===== config.mk =====
export PLATFORM = sky130hd
export DESIGN_NAME = trial_division_prime_test_top
export DESIGN_NICKNAME = d
export VERILOG_FILES = /design/src/rtl/tdp_pkg.sv /design/src/rtl/trial_division_prime_test_top.sv /design/src/rtl/tdp_datapath.sv /design/src/rtl/tdp_ctrl.sv
export SDC_FILE = /design/constraint.sdc
export NUM_CORES = 1
export LEC_CHECK = 0
export BUFFER_PORTS_ARGS = -buffer_cell sky130_fd_sc_hd__clkbuf_2
export CORE_MARGIN = 1
export CORE_UTILIZATION = 45
export DETAILED_ROUTE_END_ITERATION = 12
export REMOVE_ABC_BUFFERS = 1
export SLEW_MARGIN = 25
export SYNTH_ARGS = -nofsm -noshare
export SYNTH_HDL_FRONTEND = slang
export SYNTH_HIERARCHICAL = 1
export SYNTH_SLANG_ARGS = --single-unit

===== constraint.sdc =====
create_clock -name clk -period 4.8 [get_ports clk]
set_clock_uncertainty 0.2 [all_clocks]
set_input_delay 0.96 -clock clk [delete_from_list [all_inputs] [get_ports clk]]
set_output_delay 0.96 -clock clk [all_outputs]
set_load 0.02 [all_outputs]

===== src/rtl/tdp_pkg.sv =====
`timescale 1ns / 1ps
`default_nettype none
// ----------------------------------------------------------------------------
// tdp_pkg
// Shared constants and controller/datapath interface types for the
// trial division prime test.
// ----------------------------------------------------------------------------
package tdp_pkg;

    localparam int DATA_WIDTH_DEF = 32;

    // Controller -> datapath commands
    typedef struct packed {
        logic load;       // capture a new number, set divisor to 3
        logic start_div;  // start a remainder computation
        logic div_step;   // one restoring division step
        logic next_div;   // advance to the next odd divisor
    } cmd_t;

    // Datapath -> controller status
    typedef struct packed {
        logic neg;        // number is negative
        logic lt2;        // magnitude below 2
        logic lt4;        // magnitude below 4
        logic even;       // magnitude is even
        logic sq_gt;      // divisor squared exceeds the number
        logic rem_zero;   // remainder is zero
        logic div_last;   // final division step this cycle
    } status_t;

endpackage
`default_nettype wire


===== src/rtl/trial_division_prime_test_top.sv =====
`timescale 1ns / 1ps
`default_nettype none
// ----------------------------------------------------------------------------
// trial_division_prime_test_top
// Trial division primality test over a signed DATA_WIDTH-bit number.
// ----------------------------------------------------------------------------
// Usage:
//   Input stream s_*: one transfer carries one signed number in
//   s_tdata[DATA_WIDTH-1:0] (upper pad bits ignored). s_tready is high only
//   while the block is idle; one number is worked at a time.
//   Output stream m_*: one transfer per number, m_tdata[0] = is_prime.
//   Values below 2 (including every negative value) report 0.
// Sequence:
//   Accept, then classify; small and even values finish there.
//   Odd values then test odd divisors 3, 5, 7, ... while d*d <= n. Each
//   divisor takes a compare, DATA_WIDTH-1 steps of the bit-serial
//   remainder unit, and a zero test. The verdict then loads the output register.
// Stall:
//   The result sits in an output register; the next number is accepted
//   while it waits. A finished verdict waits for that register to drain.
// Reset: rst_n (async, active low) returns to idle and drops m_tvalid.
// ----------------------------------------------------------------------------
module trial_division_prime_test_top #(
    parameter int DATA_WIDTH = tdp_pkg::DATA_WIDTH_DEF
) (
    input  wire logic                                  clk,
    input  wire logic                                  rst_n,
    input  wire logic                                  s_tvalid,
    output logic                                       s_tready,
    input  wire logic [((DATA_WIDTH + 7) / 8) * 8-1:0] s_tdata,  // [DATA_WIDTH-1:0] number
    output logic                                       m_tvalid,
    input  wire logic                                  m_tready,
    output logic [7:0]                                 m_tdata   // [0] is_prime
);

    tdp_pkg::cmd_t    cmd;
    tdp_pkg::status_t status;
    logic             is_prime;

    tdp_ctrl u_ctrl (
        .clk      (clk),
        .rst_n    (rst_n),
        .s_tvalid (s_tvalid),
        .s_tready (s_tready),
        .m_tvalid (m_tvalid),
        .m_tready (m_tready),
        .is_prime (is_prime),
        .cmd      (cmd),
        .status   (status)
    );

    tdp_datapath #(
        .DATA_WIDTH (DATA_WIDTH)
    ) u_datapath (
        .clk    (clk),
        .rst_n  (rst_n),
        .number (s_tdata[DATA_WIDTH-1:0]),
        .cmd    (cmd),
        .status (status)
    );

    assign m_tdata = {7'b0, is_prime};

endmodule
`default_nettype wire


===== src/rtl/tdp_datapath.sv =====
`timescale 1ns / 1ps
`default_nettype none
// ----------------------------------------------------------------------------
// tdp_datapath
// Number, odd divisor, running square and bit-serial remainder unit.
// ----------------------------------------------------------------------------
module tdp_datapath #(
    parameter int DATA_WIDTH = tdp_pkg::DATA_WIDTH_DEF
) (
    input  wire logic                  clk,
    input  wire logic                  rst_n,
    input  wire logic [DATA_WIDTH-1:0] number,
    input  wire tdp_pkg::cmd_t         cmd,
    output tdp_pkg::status_t           status
);

    localparam int M     = DATA_WIDTH - 1;     // magnitude width
    localparam int CNT_W = $clog2(M + 1);

    logic [M-1:0]     n_reg;
    logic             neg_reg;
    logic [M-1:0]     d_reg;
    logic [M:0]       sq_reg;      // d_reg * d_reg, kept by increments
    logic [M-1:0]     dvd_reg;
    logic [M-1:0]     rem_reg;
    logic [CNT_W-1:0] cnt_reg;

    logic [M:0]       trial;
    logic             trial_ge;
    logic [M:0]       trial_sub;

    // one restoring step: shift in next dividend bit, subtract if it fits
    assign trial     = {rem_reg, dvd_reg[M-1]};
    assign trial_ge  = trial >= {1'b0, d_reg};
    assign trial_sub = trial - {1'b0, d_reg};

    always_ff @(posedge clk)
    begin
        if (cmd.load)
        begin
            n_reg   <= number[M-1:0];
            neg_reg <= number[DATA_WIDTH-1];
            d_reg   <= M'(3);
            sq_reg  <= (M + 1)'(9);
        end
        if (cmd.start_div)
        begin
            dvd_reg <= n_reg;
            rem_reg <= '0;
            cnt_reg <= CNT_W'(M);
        end
        if (cmd.div_step)
        begin
            dvd_reg <= {dvd_reg[M-2:0], 1'b0};
            rem_reg <= trial_ge ? trial_sub[M-1:0] : trial[M-1:0];
            cnt_reg <= cnt_reg - CNT_W'(1);
        end
        if (cmd.next_div)
        begin
            // (d+2)^2 = d^2 + 4d + 4
            d_reg  <= d_reg + M'(2);
            sq_reg <= sq_reg + (M + 1)'({d_reg, 2'b00}) + (M + 1)'(4);
        end
    end

    always_comb
    begin
        status.neg      = neg_reg;
        status.lt2      = n_reg < M'(2);
        status.lt4      = n_reg < M'(4);
        status.even     = ~n_reg[0];
        status.sq_gt    = sq_reg > {1'b0, n_reg};
        status.rem_zero = rem_reg == '0;
        status.div_last = cnt_reg == CNT_W'(1);
    end

    // partial remainder always stays below the divisor
    a_rem_below_div: assert property (@(posedge clk) disable iff (!rst_n)
        $past(cmd.div_step) |-> rem_reg < d_reg)
        else $error("remainder not below divisor");

endmodule
`default_nettype wire


===== src/rtl/tdp_ctrl.sv =====
`timescale 1ns / 1ps
`default_nettype none
// ----------------------------------------------------------------------------
// tdp_ctrl
// Sequencer for the divisor search and the output register.
// ----------------------------------------------------------------------------
module tdp_ctrl (
    input  wire logic          clk,
    input  wire logic          rst_n,
    input  wire logic          s_tvalid,
    output logic               s_tready,
    output logic               m_tvalid,
    input  wire logic          m_tready,
    output logic               is_prime,
    output tdp_pkg::cmd_t      cmd,
    input  wire tdp_pkg::status_t status
);

    typedef enum logic [2:0] {
        ST_IDLE,
        ST_CLASSIFY,
        ST_CHECK,
        ST_DIV,
        ST_TEST,
        ST_RESULT
    } state_t;

    state_t state_reg, state_next;
    logic   res_reg, res_next;
    logic   m_tvalid_reg, m_tvalid_next;
    logic   is_prime_reg, is_prime_next;
    logic   out_load;

    always_comb
    begin
        state_next    = state_reg;
        res_next      = res_reg;
        m_tvalid_next = m_tvalid_reg;
        is_prime_next = is_prime_reg;
        out_load      = 1'b0;
        cmd           = '0;

        if (m_tvalid_reg && m_tready)
        begin
            m_tvalid_next = 1'b0;
        end

        unique case (state_reg)
            ST_IDLE:
            begin
                if (s_tvalid)
                begin
                    cmd.load   = 1'b1;
                    state_next = ST_CLASSIFY;
                end
            end
            ST_CLASSIFY:
            begin
                if (status.neg || status.lt2 || (status.even && !status.lt4))
                begin
                    res_next   = 1'b0;
                    state_next = ST_RESULT;
                end
                else if (status.lt4)
                begin
                    res_next   = 1'b1;
                    state_next = ST_RESULT;
                end
                else
                begin
                    state_next = ST_CHECK;
                end
            end
            ST_CHECK:
            begin
                if (status.sq_gt)
                begin
                    res_next   = 1'b1;
                    state_next = ST_RESULT;
                end
                else
                begin
                    cmd.start_div = 1'b1;
                    state_next    = ST_DIV;
                end
            end
            ST_DIV:
            begin
                cmd.div_step = 1'b1;
                if (status.div_last)
                begin
                    state_next = ST_TEST;
                end
            end
            ST_TEST:
            begin
                if (status.rem_zero)
                begin
                    res_next   = 1'b0;
                    state_next = ST_RESULT;
                end
                else
                begin
                    cmd.next_div = 1'b1;
                    state_next   = ST_CHECK;
                end
            end
            ST_RESULT:
            begin
                // wait for the output register to be free
                if (!m_tvalid_reg || m_tready)
                begin
                    out_load      = 1'b1;
                    is_prime_next = res_reg;
                    m_tvalid_next = 1'b1;
                    state_next    = ST_IDLE;
                end
            end
            default:
            begin
                state_next = ST_IDLE;
            end
        endcase
    end

    always_ff @(posedge clk or negedge rst_n)
    begin
        if (!rst_n)
        begin
            state_reg    <= ST_IDLE;
            res_reg      <= 1'b0;
            m_tvalid_reg <= 1'b0;
            is_prime_reg <= 1'b0;
        end
        else
        begin
            state_reg    <= state_next;
            res_reg      <= res_next;
            m_tvalid_reg <= m_tvalid_next;
            is_prime_reg <= is_prime_next;
        end
    end

    assign s_tready = (state_reg == ST_IDLE);
    assign m_tvalid = m_tvalid_reg;
    assign is_prime = is_prime_reg;

    // never overwrite a result that is still waiting
    a_no_overwrite: assert property (@(posedge clk) disable iff (!rst_n)
        out_load |-> (!m_tvalid_reg || m_tready))
        else $error("output register overwritten");

    // an accepted number is classified next
    a_accept_classify: assert property (@(posedge clk) disable iff (!rst_n)
        (s_tvalid && s_tready) |=> (state_reg == ST_CLASSIFY))
        else $error("accept not followed by classify");

    // a negative number never produces a prime verdict
    a_neg_not_prime: assert property (@(posedge clk) disable iff (!rst_n)
        out_load |-> !(status.neg && res_reg))
        else $error("negative number reported prime");

endmodule
`default_nettype wire


==> qor.csv <==
stage;metric;value;unit
logic_synthesis;synth_top_family_by_area;simple AND/OR/NAND/NOR gates;
final_layout;final_common_cell;edfxtp_1;
clock_tree;insertion_delay;450;ps
logic_synthesis;yosys.area_share.simple;0.163;
global_route;grt-ovfl-total;0;
final_layout;stdcell_count;1515;
worst_setup_path;r2r-start;u_datapath/n_reg[9];
worst_setup_path;start_kind;flop;
sta;setup_viol;0;
logic_synthesis;synth_top_flop_cell;edfxtp_1;
route;routedWlPerCell;16.8;um
floorplanning;boundaryPins;46;
sta;rsz0062_at_grt;no;
floorplanning;std_cell_rows;58;
clock_tree;cts_tree;done;
final_layout;diodes;0;
worst_setup_path;cp_max_fo;54;
sta;slew_headroom;0.531;
logic_synthesis;async_flop_share;0.0366;
sta;drv_slew;0;
power;leakagePower;5.12;nW
global_route;grt_pass1_wl;41600;um
global_route;grt.total_usage;0.202;
logic_synthesis;syn-mean-instance-area;10.0;um^2
clock_tree;numCtsBuffers;17;
sta;timing.fmax;0.262;GHz
logic_synthesis;synth_compound_area_frac;0.150;
route;vias;8359;
worst_setup_path;rrSetupSlack;980;ps
clock_tree;cts_sinks;164;
logic_synthesis;syn_inst;1147;
logic_synthesis;yosysWarnings;6;
sta;finalCritPeriodShare;0.796;
route;vias_per_cell;5.52;
flow_run;drv_cap;0;
clock_tree;ctsHoldBuffers;0;
sta;worst-slew-pin-transition;702;ps
worst_setup_path;crit_path_max_incr_delay;470;ps
power;pwr_density_cell;670;mW/mm^2
worst_setup_path;critPathCaptureType;flop;
clock_tree;post-cts-setup-buffer-count;0;
clock_tree;htreeDepth;4;
min_path;hp-class;input pin to async pin;
worst_setup_path;cpMostUsedCell;a21o_1;
worst_setup_path;r2r_cells;14;
logic_synthesis;synthMuxAreaShare;0.0230;
floorplanning;start_util;0.458;
logic_synthesis;synth-seq-area-share;0.425;
worst_setup_path;cp.arrival;3780;ps
worst_setup_path;rr_endpoint;u_datapath/rem_reg[2];
final_layout;seq_area;0.00488;mm^2
sta;post-route-min-period;3820;ps
logic_synthesis;synth-edff-count;157;
final_layout;drive_gt1_frac;0.0920;
global_route;use_met3;0.0273;
global_route;grt_pass1_vias;8106;
logic_synthesis;synth_cell_types;78;
worst_setup_path;path_cells;inv_1 > ha_1 > a21o_1 > a21o_1 > a21o_1 > a21oi_1 > or2_2 > a31oi_1 > o21ai_0 > and3_1 > a31oi_1 > nor3_2 > or2_2 > buf_12;
logic_synthesis;synth_area;0.0115;mm^2
placed_design;dp.cells;1483;
global_route;grt_antenna_before_repair;0;
global_route;met2_usage;0.334;
placed_design;port_buffers;38;
global_route;grt_max_degree;60;
placed_design;dp_hpwl;18800;um
logic_synthesis;synth-xor-area-share;0.0610;
clock_tree;ctsRootBufferMaster;clkbuf_16;
clock_tree;clk_path_buf_depth;2;
sta;fin_tns_setup;0;ps
clock_tree;clk_pin_slew;80;ps
route;route.detailed.drc;0;
route;drtPass1Iterations;5;
logic_synthesis;ys_ff_latch;164;
floorplanning;dieArea;0.0262;mm^2
global_route;grt_use_met1;0.278;
floorplanning;die_h;162;um
worst_setup_path;critPathSlowestCell;or2_2;
clock_tree;ctsResizeCount;0;
route;drt_iter0_markers;535;
power;ir_drop;0.363;mV
final_layout;final_cell_mix;edfxtp_1, ha_1, nand2_1;
run_status;status;finished clean;
route;ant_nets;0;
worst_setup_path;crit_type;flop to flop;
floorplanning;core;0.0251;mm^2
floorplanning;die_w;162;um
global_route;top_usage_layer;met2;
final_layout;multi_input_area;0.00611;mm^2
final_layout;area_growth_syn_to_layout;9.44;%
final_layout;fillCellCount;2382;
route;wl;25500;um
final_layout;layout.nets;1327;
sta;hold_viol;0;
power;design_power_total;8.43;mW
placed_design;routabilityCongestion;0.836;
logic_synthesis;synthAdderAreaFrac;0.131;
worst_setup_path;critPathRequiredTime;4760;ps
[critical path: cells and delay by family, from the launching register on]
family                   cells  cell delay, ps
flip-flops                   1             400
AND/OR/NAND/NOR              4            1080
buffers and inverters        2             330
AO/OA/AOI/OAI                7            1180
adder cells (fa/ha/maj)      1             290
[synthesized netlist by cell type, drive strengths merged (3+ instances only)]
cell,n,share of area
xnor2,62,0.047
a21o,37,0.024
a2111oi,3,0.0028
o311ai,3,0.0023
a21boi,3,0.0020
a31oi,11,0.0060
xor2,18,0.014
inv,79,0.026
or3,5,0.0027
nand2b,11,0.0066
nor2,73,0.024
dfrtp,6,0.013
and2,57,0.031
nand4,26,0.014
o211ai,5,0.0033
and3,6,0.0033
o21ai,70,0.031
o22ai,3,0.0016
a21oi,67,0.029
o21bai,10,0.0065
nand2,100,0.033
nor4,19,0.011
a22o,6,0.0046
or2,7,0.0038
o41ai,3,0.0046
o21a,6,0.0039
and4,3,0.0023
ha,117,0.13
buf,22,0.013
clkbuf,23,0.0075
nor3,20,0.0087
nor2b,10,0.0054
edfxtp,157,0.41
nand3,29,0.013
a211oi,13,0.011
mux2i,23,0.020
mux2,3,0.0029
[worst max-delay path by stage]
stage | endpoint | cells past startpoint | slack [ps] | start
after floorplan | u_datapath/cnt_reg[0] | 13 | -110 | u_datapath/n_reg[17]
after global placement | u_datapath/rem_reg[5] | 13 | 1080 | u_datapath/sq_reg[9]
after detailed placement | u_datapath/rem_reg[5] | 14 | 1080 | u_datapath/n_reg[9]
after CTS | u_datapath/rem_reg[2] | 14 | 1050 | u_datapath/n_reg[9]
after global routing | u_datapath/sq_reg[29] | 11 | 710 | u_datapath/d_reg[1]
final | u_datapath/rem_reg[2] | 14 | 980 | u_datapath/n_reg[9]
[cells by family (layout without fill, tap and decap cells)]
family | Yosys count | count (layout)
multiplexers | 26 | 26
AND/OR/NAND/NOR | 373 | 373
adder cells (fa/ha/maj) | 119 | 119
XOR/XNOR | 80 | 80
AO/OA/AOI/OAI | 260 | 260
buffers and inverters | 124 | 156
flip-flops | 164 | 164
other | 1 | 7
[metal layers]
layer | wire (um) | vias to the layer above
met5 | 0 | -
met4 | 259 | 0
met3 | 1090 | 21
met2 | 12000 | 162
met1 | 12200 | 3959
li1 | - | 4217
[power by group]
part / switching, mW / total, mW / internal [mW]
clock: 0.690 / 1.40 / 0.706
combinational: 2.62 / 4.47 / 1.85
sequential: 0.391 / 2.57 / 2.18
[layout make-up]
type	count	share of cell area
inverter	79	0.0236
multi-input combinational	865	0.486
tap	330	0.0328
clock inverter	15	0.0145
timing repair buffer	45	0.0213
sequential	164	0.388
clock buffer	17	0.0338
[stage by stage]
step	setup slack [ps]	utilization	hold WS, ps	cell area, um^2
finish	981	0.501	136	12600
global route	712	0.501	131	12600
CTS	1050	0.501	124	12600
detailed placement	1080	0.477	286	12000
floorplan	-112	-	261	11300
global placement	1080	0.477	289	12000
(Power assumes the default switching activity.)
